**config.mk**
```make
export PLATFORM = sky130hd
export DESIGN_NAME = tlbpt_ctrl
export DESIGN_NICKNAME = d
export VERILOG_FILES = /design/src/hdl/tlbpt_pkg.sv /design/src/hdl/tlbpt_ctrl.sv
export SDC_FILE = /design/constraint.sdc
export NUM_CORES = 1
export LEC_CHECK = 0
export BUFFER_PORTS_ARGS = -buffer_cell sky130_fd_sc_hd__buf_2
export CAP_MARGIN = 10
export CORE_AREA = 10 10 47 49
export DETAILED_ROUTE_END_ITERATION = 8
export DIE_AREA = 0 0 57 59
export PLACE_DENSITY_LB_ADDON = 0.3
export SETUP_SLACK_MARGIN = 0.02
export SKIP_CTS_REPAIR_TIMING = 1
export SYNTH_ARGS = -nofsm -noshare
export SYNTH_HDL_FRONTEND = slang
export SYNTH_SLANG_ARGS = --single-unit
```
**constraint.sdc**
```tcl
create_clock -name clk -period 1.8 [get_ports clk]
set_input_delay 0.09 -clock clk [delete_from_list [all_inputs] [get_ports clk]]
set_output_delay 0.09 -clock clk [all_outputs]
set_load 0.02 [all_outputs]
```
**src/hdl/tlbpt_pkg.sv**
```systemverilog
// shared types, constants and helpers for the tlb / page table / cache simulator
// no dependencies
`timescale 1ns / 1ps

package tlbpt_pkg;

  localparam int DEF_MAX_TLB_ENTRIES = 16;
  localparam int DEF_MAX_FRAMES      = 64;
  localparam int DEF_MAX_SETS        = 256;
  localparam int DEF_MAX_WAYS        = 8;
  localparam int DEF_ADDR_WIDTH      = 32;

  localparam int VA_W     = 32;
  localparam int TS_W     = 32;
  localparam int PA_OUT_W = 22;
  localparam int CFG_IW   = 3;
  localparam int CFG_DW   = 7;

  // configuration register indexes
  localparam logic [CFG_IW-1:0] CFG_PAGE_BITS  = 3'd0;
  localparam logic [CFG_IW-1:0] CFG_BLOCK_BITS = 3'd1;
  localparam logic [CFG_IW-1:0] CFG_SET_BITS   = 3'd2;
  localparam logic [CFG_IW-1:0] CFG_WAYS       = 3'd3;
  localparam logic [CFG_IW-1:0] CFG_TLB_N      = 3'd4;
  localparam logic [CFG_IW-1:0] CFG_FRAMES_N   = 3'd5;

  typedef enum logic [1:0] {
    LK_SKIP  = 2'd0,
    LK_HIT   = 2'd1,
    LK_FILL  = 2'd2,
    LK_EVICT = 2'd3
  } lookup_t;

  typedef enum logic [2:0] {
    ST_CLEAR,
    ST_IDLE,
    ST_SCAN,
    ST_UPD,
    ST_SWEEP,
    ST_LOOK,
    ST_CWR,
    ST_DONE
  } ctrl_state_t;

  typedef struct packed {
    logic clr;
    logic load;
    logic scan;
    logic upd;
    logic sweep;
    logic look;
    logic ca_clr;
    logic cwr;
    logic outld;
  } dp_cmd_t;

  typedef struct packed {
    logic clr_done;
    logic scan_done;
    logic sweep_done;
    logic look_done;
    logic out_free;
  } dp_sts_t;

  function automatic int idx_w(input int n);
    return (n > 1) ? $clog2(n) : 1;
  endfunction

endpackage

```
**src/hdl/tlbpt_ctrl.sv**
```systemverilog
// sequencing state machine for the simulator: clear, scan, update, sweep, cache lookup
// depends on tlbpt_pkg
`timescale 1ns / 1ps

module tlbpt_ctrl
  import tlbpt_pkg::*;
(
  input  logic    clk,
  input  logic    rst_n,
  input  logic    in_valid,
  output logic    in_ready,
  input  dp_sts_t sts,
  output dp_cmd_t cmd
);

  ctrl_state_t state_r, state_nxt;

  always_ff @(posedge clk) begin
    if (!rst_n) begin
      state_r <= ST_CLEAR;
    end else begin
      state_r <= state_nxt;
    end
  end

  always_comb begin
    state_nxt = state_r;
    unique case (state_r)
      ST_CLEAR: if (sts.clr_done) state_nxt = ST_IDLE;
      ST_IDLE:  if (in_valid) state_nxt = ST_SCAN;
      ST_SCAN:  if (sts.scan_done) state_nxt = ST_UPD;
      ST_UPD:   state_nxt = ST_SWEEP;
      ST_SWEEP: if (sts.sweep_done) state_nxt = ST_LOOK;
      ST_LOOK:  if (sts.look_done) state_nxt = ST_CWR;
      ST_CWR:   state_nxt = ST_DONE;
      ST_DONE:  if (sts.out_free) state_nxt = ST_IDLE;
      default:  state_nxt = ST_CLEAR;
    endcase
  end

  always_comb begin
    cmd      = '0;
    in_ready = 1'b0;
    unique case (state_r)
      ST_CLEAR: cmd.clr = 1'b1;
      ST_IDLE: begin
        in_ready = 1'b1;
        cmd.load = in_valid;
      end
      ST_SCAN: cmd.scan = 1'b1;
      ST_UPD: begin
        cmd.upd    = 1'b1;
        cmd.ca_clr = 1'b1;
      end
      ST_SWEEP: begin
        cmd.sweep  = 1'b1;
        cmd.ca_clr = sts.sweep_done;
      end
      ST_LOOK:  cmd.look = 1'b1;
      ST_CWR:   cmd.cwr = 1'b1;
      ST_DONE:  cmd.outld = sts.out_free;
      default:  cmd = '0;
    endcase
  end

endmodule

```
==> impl_metrics.toml, run 1 <==
[grt]
grt_max_degree = 13
gr-usage-met2_pct = 7.132
antenna_found_initial = 0
grt_pass1_vias = 315
use_met1_pct = 4.824
overflow = 0
grt_usage_pct = 4.522
busiest_layer = "met2"
use_met3_pct = 1.931
grt_pass1_wl_um = 1276

[finish]
largestRegisters = "state_r: 3 flops"
instances_no_fill = 68
antenna_cells = 0
fill_cells = 168
drive_above_1_share_pct = 38.46
largest_reg_flops = 3
nets = 61
area.growth.synth_to_final_pct = 44.67
top_register = "state_r"
postLayoutCellArea_um2 = 356.6

[routing]
vias = 279
drt_iter0_drc = 3
drcViolationCount = 0
drtAntennaViolNets = 0
totalWireLength_um = 764
viasPerCell = 4.103
dr.pass1.iters = 2
wl_per_cell_um = 11.24

[yosys]
ys_types = 20
ys_ff_latch = 3
synthMuxAreaShare_pct = 4.061
synthesis.area_um2 = 246.5
post-synth-top-area-fraction_pct = 24.37
synth_top_family_by_area = "simple AND/OR/NAND/NOR gates"
synth_area_leader_cell = "dfxtp_1"
yosys-top-cells-area = "dfxtp_1 24%, nand2b_1 7.6%, nor2_1 7.6%"
synth_warnings = 0
synth-compound-area-share_pct = 24.37
syn_inst = 34
synth_fa_ha_area_share_pct = 0
post_synth_xor_area_fraction_pct = 0
yosys.area_share.simple_pct = 35.53
synth_nets = 42
seq_area_frac_synth_pct = 24.37
avgSynthCellArea_um2 = 7.250

[sta]
drv_slew = 0
timing.hold.ws_ns = 0.1054
slew-limit-headroom_pct = 75.78
setup_viol_count_final = 0
fin_setup_tns_ns = 0
hold_viol = 0
min_period_ns = 1.517
fin_crit_sh_pct = 84.28
fmax_mhz = 659.2
worst_slew_pin_slew_ns = 0.3628
finClkSkew_ns = 0.001462
rsz0062_at_grt = "no"

[floorplanning]
num_rows = 14
die_area_mm2 = 0.003363
io_pins = 18
die_h_um = 59
coreArea_mm2 = 0.001401
start_util_pct = 17.59
die_x_um = 57

[clocking]
cts_root_buffer = "clkbuf_4"
clock_path_buffers = 2
h-tree-depth = 1
cts_buffers = 3
cts_tree = "built"
clkLatencyLatePin_ns = 0.22
cts_sinks = 3
clkTransAtPathRegs_ns = 0.03

[setup_path]
worstPathRequired_ns = 1.71
r2r_start = "state_r[2]$_SDFFE_PN0P_"
critPathKind = "flip-flop to output port"
critPathCaptureType = "output port"
r2r_end = "state_r[0]$_SDFFE_PN0P_"
crit_arrival_ns = 1.43
startpoint_type = "flip-flop"
rrSetupSlack_ns = 0.53
critPathMaxFanout = 10
reg2reg_depth = 3

[pwr]
comb_power_share_pct = 27.3
p_switching_mw = 0.08667
p_int_mw = 0.1887
ir_drop_mv = 0.1881
p_per_area_mw_per_mm2 = 772.4
switching_share_pct = 31.47
pwr-share-seq_pct = 32.1
share_clk_of_total_power_pct = 40.6
p_leak_nw = 0.1785

[placed_design]
placedCellCount = 64
dp.final_hpwl_um = 620.2
post_dp_cell_area_um2 = 330.3
port_buffers = 17
gp_congestion = 0.7279

[worst_hold_path]
whs_path_depth = 2
min-delay-start = "rst_n"
whs_endpoint = "state_r[1]$_SDFFE_PN0P_"
hold_class = "primary input to flip-flop"

[run]
drv_cap = 0

[run_status]
status = "complete, no violations"
## synth_stat cells (all sizes together)
master  instances
nor3            2
mux2i           1
inv             2
nand2b          3
dfxtp           3
a211oi          2
and2            1
a21oi           1
a21boi          1
o21a            1
nor2            5
o41ai           1
nand3           1
or3             1
a22o            1
buf             3
nand2           2
nor3b           2
a21o            1
## how the worst max path moves through the flow
stage               depth (start not counted)                    start  endpoint
finish                                      4  state_r[2]$_SDFFE_PN0P_    cmd[2]
global route                                4  state_r[2]$_SDFFE_PN0P_    cmd[2]
CTS                                         4  state_r[2]$_SDFFE_PN0P_    cmd[2]
detailed placement                          4  state_r[2]$_SDFFE_PN0P_    cmd[2]
global placement                            4  state_r[2]$_SDFFE_PN0P_    cmd[2]
floorplan                                   4  state_r[2]$_SDFFE_PN0P_    cmd[2]
## power groups by stage
stage | Sequential [mW] | Combinational, mW | Clock (mW)
2_1_floorplan | 0.0754 | 0.0646 | 0
3_3_place_gp | 0.0899 | 0.0772 | 0
3_5_place_dp | 0.0899 | 0.0761 | 0
4_1_cts | 0.0888 | 0.0768 | 0.116
5_1_grt | 0.0905 | 0.0834 | 0.127
6_report | 0.0885 | 0.0751 | 0.112
## layout make-up
class | instances | area (um2) | share of cell area, %
multi-input combinational | 26 | 157.7 | 44.21
timing repair buffer | 17 | 85.08 | 23.86
sequential | 3 | 60.06 | 16.84
clock buffer | 4 | 26.28 | 7.368
tap | 16 | 20.02 | 5.614
inverter | 2 | 7.507 | 2.105
## through the flow
step	worst slack, ns	utilization, %	power, mW
after floorplan	0.3424	-	0.1401
after global placement	0.5311	23.57	0.1671
after detailed placement	0.5075	23.57	0.1660
after CTS	0.2646	25.45	0.2812
after global routing	0.1369	25.45	0.3011
final	0.2829	25.45	0.2754
## worst max-delay path: stages (launching register included)
cell,delay (ns)
dfxtp_1,0.50
inv_1,0.18
nor3_1,0.23
a21o_1,0.14
buf_2,0.15
## cell families after synthesis
group           Yosys count
compound gates            8
buf+inv                   5
simple gates             17
flops                     3
mux                       1
## routing by layer
layer / share of wire (%) / up-vias
met4: 0 / 0
met1: 46 / 117
met2: 45 / 10
met5: 0 / -
li1: - / 152
met3: 9.2 / 0
## cells in the final DEF, fill, tap and decap left out, drive strengths merged
| cell | count |
|---|---|
| a211oi | 2 |
| a21boi | 1 |
| a21o | 1 |
| a21oi | 1 |
| a22o | 1 |
| and2 | 1 |
| buf | 17 |
| clkbuf | 4 |
| dfxtp | 3 |
| inv | 2 |
| mux2i | 1 |
| nand2 | 2 |
| nand2b | 3 |
| nand3 | 1 |
| nor2 | 5 |
| nor3 | 2 |
| nor3b | 2 |
| o21a | 1 |
| o41ai | 1 |
| or3 | 1 |
(Power assumes the default switching activity.)
==> run 2, diff against run 1 <==
--- a/config.mk
+++ b/config.mk
@@ -5,6 +5,7 @@
 export SDC_FILE = /design/constraint.sdc
 export NUM_CORES = 1
 export LEC_CHECK = 0
+export ABC_AREA = 1
 export BUFFER_PORTS_ARGS = -buffer_cell sky130_fd_sc_hd__buf_2
 export CAP_MARGIN = 10
 export CORE_AREA = 10 10 47 49
==> constraint.sdc (replaced) <==
create_clock -name clk -period 1.2 [get_ports clk]
set_input_delay 0.06 -clock clk [delete_from_list [all_inputs] [get_ports clk]]
set_output_delay 0.06 -clock clk [all_outputs]
set_load 0.02 [all_outputs]
==> run 2 against run 1 <==
  * The flow now finishes with violations (setup timing)
  * First-iteration DRC count is 33% higher
  * Area after synthesis is 42% higher
  * Utilization is 14 points higher
==> impl_metrics.toml, run 2 <==
[run_status]
status = "complete, but fails checks"
violations = "setup timing"

[setup_path]
r2r_start = "state_r[1]$_SDFFE_PN0P_"
slowest_stage = "dfxtp_4"
startpoint_type = "flip-flop"
r2r_end = "state_r[1]$_SDFFE_PN0P_"
critPathCaptureType = "output port"
slowest_delay_ns = 0.37
critPathMaxFanout = 8
critPathTopFamily = "flip-flops"
worstPathRequired_ns = 1.14
reg2reg_depth = 8
critPathKind = "flip-flop to output port"
crit_start = "state_r[0]$_SDFFE_PN0P_"
cp.buffers_inverters = 2
rrSetupSlack_ns = 0.11
crit_arrival_ns = 1.14
crit_chain = "nor2_4 -> inv_2 -> nor2_2 -> nand2_1 -> o21ai_2 -> buf_6"

[floorplanning]
die_area_mm2 = 0.003363
num_rows = 14
die_x_um = 57
start_util_pct = 24.91
coreArea_mm2 = 0.001401
io_pins = 18
die_h_um = 59

[pwr]
p_per_area_mw_per_mm2 = 2231
power_mw = 1.228
p_leak_nw = 0.3079
ir_drop_mv = 0.9383

[grt]
grt_pass1_vias = 379
grt_pass1_wl_um = 1504
grt_usage_pct = 5.783
grt_max_degree = 9
antenna_found_initial = 0
overflow = 0

[yosys]
yosysMostFrequentCell = "nor2_1"
yosys-top-cells-area = "dfxtp_1 17%, nor2_1 11%, nor2_4 9.7%"
synthesis.area_um2 = 349.1
synth-edff-count = 0
ys_ff_latch = 3
synth_warnings = 0
ys_types = 19
synth_area_leader_cell = "dfxtp_1"
avgSynthCellArea_um2 = 6.347
seq_area_frac_synth_pct = 17.20
ys_top_cells_by_count = "10 x nor2_1, 7 x inv_1, 5 x nand2_1"
syn_inst = 55
async_flop_share_pct = 0
synth_nets = 63
yosys_most_used_dff = "dfxtp_1"
post-synth-top-area-fraction_pct = 17.20

[finish]
drive_above_1_share_pct = 62.03
area.growth.synth_to_final_pct = 57.71
instances_no_fill = 95
mostFrequentLayoutCells = "11 x buf_2, 9 x buf_4, 7 x nor2_1, 6 x inv_1"
largestRegisters = "state_r: 3 flops"
final_common_cell = "buf_2"
fill_cells = 155
nets = 88
largest_reg_flops = 3
top_register = "state_r"
antenna_cells = 0

[routing]
totalWireLength_um = 941
drt_iter0_drc = 4
viasPerCell = 4.211
dr.pass1.iters = 5
drcViolationCount = 0
drtAntennaViolNets = 0
wl_per_cell_um = 9.905
vias = 400

[sta]
fmax_mhz = 832.0
fin_crit_sh_pct = 100.2
min_period_ns = 1.202
drv_slew = 0
worst_slew_pin_slew_ns = 0.1709
setup_slack_ns = -0.001956
rsz0062_at_grt = "yes"
setup_viol_count_final = 1
finClkSkew_ns = 0.0002586
hold_viol = 0
slew-limit-headroom_pct = 88.49

[worst_hold_path]
min-delay-start = "rst_n"
hold_class = "primary input to flip-flop"
whs_endpoint = "state_r[0]$_SDFFE_PN0P_"
whs_path_depth = 3

[clocking]
h-tree-depth = 1
cts_root_buffer = "clkbuf_4"
cts_tree = "built"
clock_path_buffers = 2
clkTransAtPathRegs_ns = 0.03
clkLatencyLatePin_ns = 0.23
cts_sinks = 3
cts_buffers = 3

[run]
drv_cap = 0

[placed_design]
placedCellCount = 90
gp_congestion = 0.8169
port_buffers = 17
dp.final_hpwl_um = 770.6
[run 2: through the flow]
step | hold slack (ns) | setup WS [ns] | area [um2] | TNS (ns) | utilization [%]
after detailed placement | 0.3160 | -0.01841 | 467.9 | -0.01841 | 33.39
after global placement | 0.3144 | 0.02236 | 467.9 | 0 | 33.39
after CTS | 0.07409 | -0.1396 | 494.2 | -0.4570 | 35.27
after global routing | 0.08706 | -0.07207 | 550.5 | -0.07414 | 39.29
after floorplan | 0.1808 | 0.09416 | 355.3 | 0 | -
final | 0.07708 | -0.001956 | 550.5 | -0.001956 | 39.29
[run 2: worst max path at each step]
stage | cells after the start | to | slack (ns)
floorplan | 6 | cmd[2] | 0.09
global placement | 9 | state_r[1]$_SDFFE_PN0P_ | 0.02
detailed placement | 7 | state_r[1]$_SDFFE_PN0P_ | -0.02
CTS | 6 | cmd[2] | -0.14
global route | 6 | cmd[2] | -0.07
finish | 6 | cmd[2] | -0.002
[run 2: area by class of cell]
type                    instances  area (um2)  share of cell area [%]
multi-input cells              40       247.7                   45.00
repair buffers                 22       145.1                   26.36
flip-flops and latches          3       68.82                   12.50
inverters                      10       42.54                   7.727
clock buffers                   4       26.28                   4.773
well taps                      16       20.02                   3.636
[run 2: tightest hold or removal path, cell delays in order]
cell and delay (ns):
buf_2 0.11, nand2_1 0.06, nor2_1 0.03
[run 2: logic make-up after synthesis]
group / Yosys count / share of synthesized area, %
and+or+nand+nor: 35 / 56.99
DFF: 3 / 17.20
AOI/OAI and AO/OA: 5 / 7.886
buffers and inverters: 12 / 17.92
[run 2: routing by layer]
metal | routed length (um) | track usage (%) | share of wire (%) | vias to the layer above
li1 | - | - | - | 216
met1 | 454 | 5.917 | 48 | 170
met2 | 453 | 8.837 | 48 | 12
met3 | 11 | 1.288 | 1.2 | 2
met4 | 22 | 7.047 | 2.3 | 0
met5 | 0 | 0 | 0 | -
[run 2: power breakdown]
part           switching [mW]  leakage, nW  internal, mW  total (mW)
clock network          0.0483       0.0150         0.124       0.173
logic                   0.470        0.266         0.347       0.817
registers              0.0808       0.0264         0.158       0.239
==> run 3, diff against run 2 <==
--- a/config.mk
+++ b/config.mk
@@ -8,10 +8,14 @@
 export ABC_AREA = 1
 export BUFFER_PORTS_ARGS = -buffer_cell sky130_fd_sc_hd__buf_2
 export CAP_MARGIN = 10
-export CORE_AREA = 10 10 47 49
+export CELL_PAD_IN_SITES_DETAIL_PLACEMENT = 1
+export CELL_PAD_IN_SITES_GLOBAL_PLACEMENT = 2
+export CORE_ASPECT_RATIO = 1.2
+export CORE_MARGIN = 10
+export CORE_UTILIZATION = 18
 export DETAILED_ROUTE_END_ITERATION = 8
-export DIE_AREA = 0 0 57 59
 export PLACE_DENSITY_LB_ADDON = 0.3
+export RECOVER_POWER = 50
 export SETUP_SLACK_MARGIN = 0.02
 export SKIP_CTS_REPAIR_TIMING = 1
 export SYNTH_ARGS = -nofsm -noshare
==> run 3 against run 2 <==
  * The flow still finishes with violations (setup timing)
  * First-iteration DRC count is 100% higher
  * Clock skew is 0.0013 ns higher
  * Sequential share of layout area is 0.94 points lower
  * Fmax is 1.5% lower
  * Critical endpoint unchanged
  * Highest routed layer unchanged
==> impl_metrics.toml, run 3 (same netlist as run 2, synthesis figures left out) <==
[clocking]
clkLatencyLatePin_ns = 0.24
clock_path_buffers = 2
cts_root_buffer = "clkbuf_4"
h-tree-depth = 1
clkTransAtPathRegs_ns = 0.04
cts_sinks = 3
cts_buffers = 3
cts_tree = "built"

[sta]
worst_slew_pin_slew_ns = 0.1748
slew-limit-headroom_pct = 88.33
finClkSkew_ns = 0.001541
fin_crit_sh_pct = 101.6
fmax_mhz = 819.9
drv_slew = 0
timing.hold.ws_ns = 0.06944
min_period_ns = 1.220
hold_viol = 0
setup_slack_ns = -0.01966
setup_viol_count_final = 1
fin_setup_tns_ns = -0.01966
rsz0062_at_grt = "yes"

[floorplanning]
die_h_um = 68.24
die_x_um = 60.20
coreArea_mm2 = 0.001851
io_pins = 18
die_area_mm2 = 0.004108
start_util_pct = 18.86
num_rows = 17

[grt]
overflow = 0
antenna_found_initial = 0
grt_pass1_wl_um = 1863
grt_usage_pct = 5.943
grt_max_degree = 9
grt_pass1_vias = 459

[pwr]
ir_drop_mv = 0.9884
p_int_mw = 0.7051
share_clk_of_total_power_pct = 13.3
switching_share_pct = 48.11
power_mw = 1.359
p_leak_nw = 0.3344
pwr-share-seq_pct = 18.5
comb_power_share_pct = 68.2
p_switching_mw = 0.6538
p_per_area_mw_per_mm2 = 2203

[routing]
drtAntennaViolNets = 0
viasPerCell = 4.233
dr.pass1.iters = 2
wl_per_cell_um = 10.94
drt_iter0_drc = 8
vias = 436
drcViolationCount = 0
totalWireLength_um = 1127

[finish]
instances_no_fill = 103
largestRegisters = "state_r: 3 flops"
drive_above_1_share_pct = 65.48
largest_reg_flops = 3
top_register = "state_r"
area.growth.synth_to_final_pct = 76.70
antenna_cells = 0
final_common_cell = "buf_4"
mostFrequentLayoutCells = "15 x buf_4, 8 x buf_2, 7 x nor2_1, 6 x inv_1"
nets = 93

[setup_path]
critPathMaxFanout = 8
critPathKind = "flip-flop to output port"
crit_arrival_ns = 1.16
worstPathRequired_ns = 1.14
startpoint_type = "flip-flop"
critPathCaptureType = "output port"

[placed_design]
dp.final_hpwl_um = 943.3
dp_slack_ns = -0.04784
placedCellCount = 96
gp_congestion = 0.7501
port_buffers = 17

[run]
drv_cap = 0

[run_status]
status = "complete, but fails checks"
violations = "setup timing"

[worst_hold_path]
hold_class = "primary input to flip-flop"
==> run 3: final cells by class <==
type                            count  area [um2]
Clock buffer                        4       26.28
Fill cell                         245        1234
Inverter                           10       45.04
Multi-Input combinational cell     40       259.0
Sequential cell                     3       71.32
Tap cell                           19       23.77
Timing Repair Buffer               27       191.4
==> run 3: power by group through the flow <==
stage                     registers, mW  clock network, mW  logic [mW]
after floorplan                   0.162                  0       0.598
after global placement            0.214                  0       0.764
after detailed placement          0.213                  0       0.777
after CTS                         0.212              0.186       0.781
after global routing              0.258              0.197        1.04
final                             0.251              0.180       0.927
==> run 3: layer usage <==
metal  share of wire [%]  track usage (%)
met4                 1.4            5.056
met5                   0                0
met1                  40            5.313
met2                  49            10.05
met3                 9.8            2.593
==> run 3: final timing paths <==
kind / startpoint / end / slack (ns) / cells after the start
worst max-delay path: state_r[0]$_SDFFE_PN0P_ / cmd[2] / -0.02 / 6
worst min-delay path: rst_n / state_r[0]$_SDFFE_PN0P_ / 0.07 / 3
worst max register to register: state_r[2]$_SDFFE_PN0P_ / state_r[1]$_SDFFE_PN0P_ / 0.07 / 7
worst min register to register: state_r[0]$_SDFFE_PN0P_ / state_r[0]$_SDFFE_PN0P_ / 0.59 / 2
==> run 3: worst max-delay path, cell delays in order, from the launching register on <==
cell and delay [ns]:
dfxtp_4 0.37, nor2_4 0.15, inv_2 0.05, nor2_2 0.08
nand2_1 0.07, o21ai_2 0.06, buf_6 0.13
==> run 3: per-stage QoR <==
step,instance area [um2],util [%]
after floorplan,355.3,-
after global placement,494.2,26.71
after detailed placement,494.2,26.71
after CTS,520.5,28.13
after global routing,616.8,33.33
final,616.8,33.33
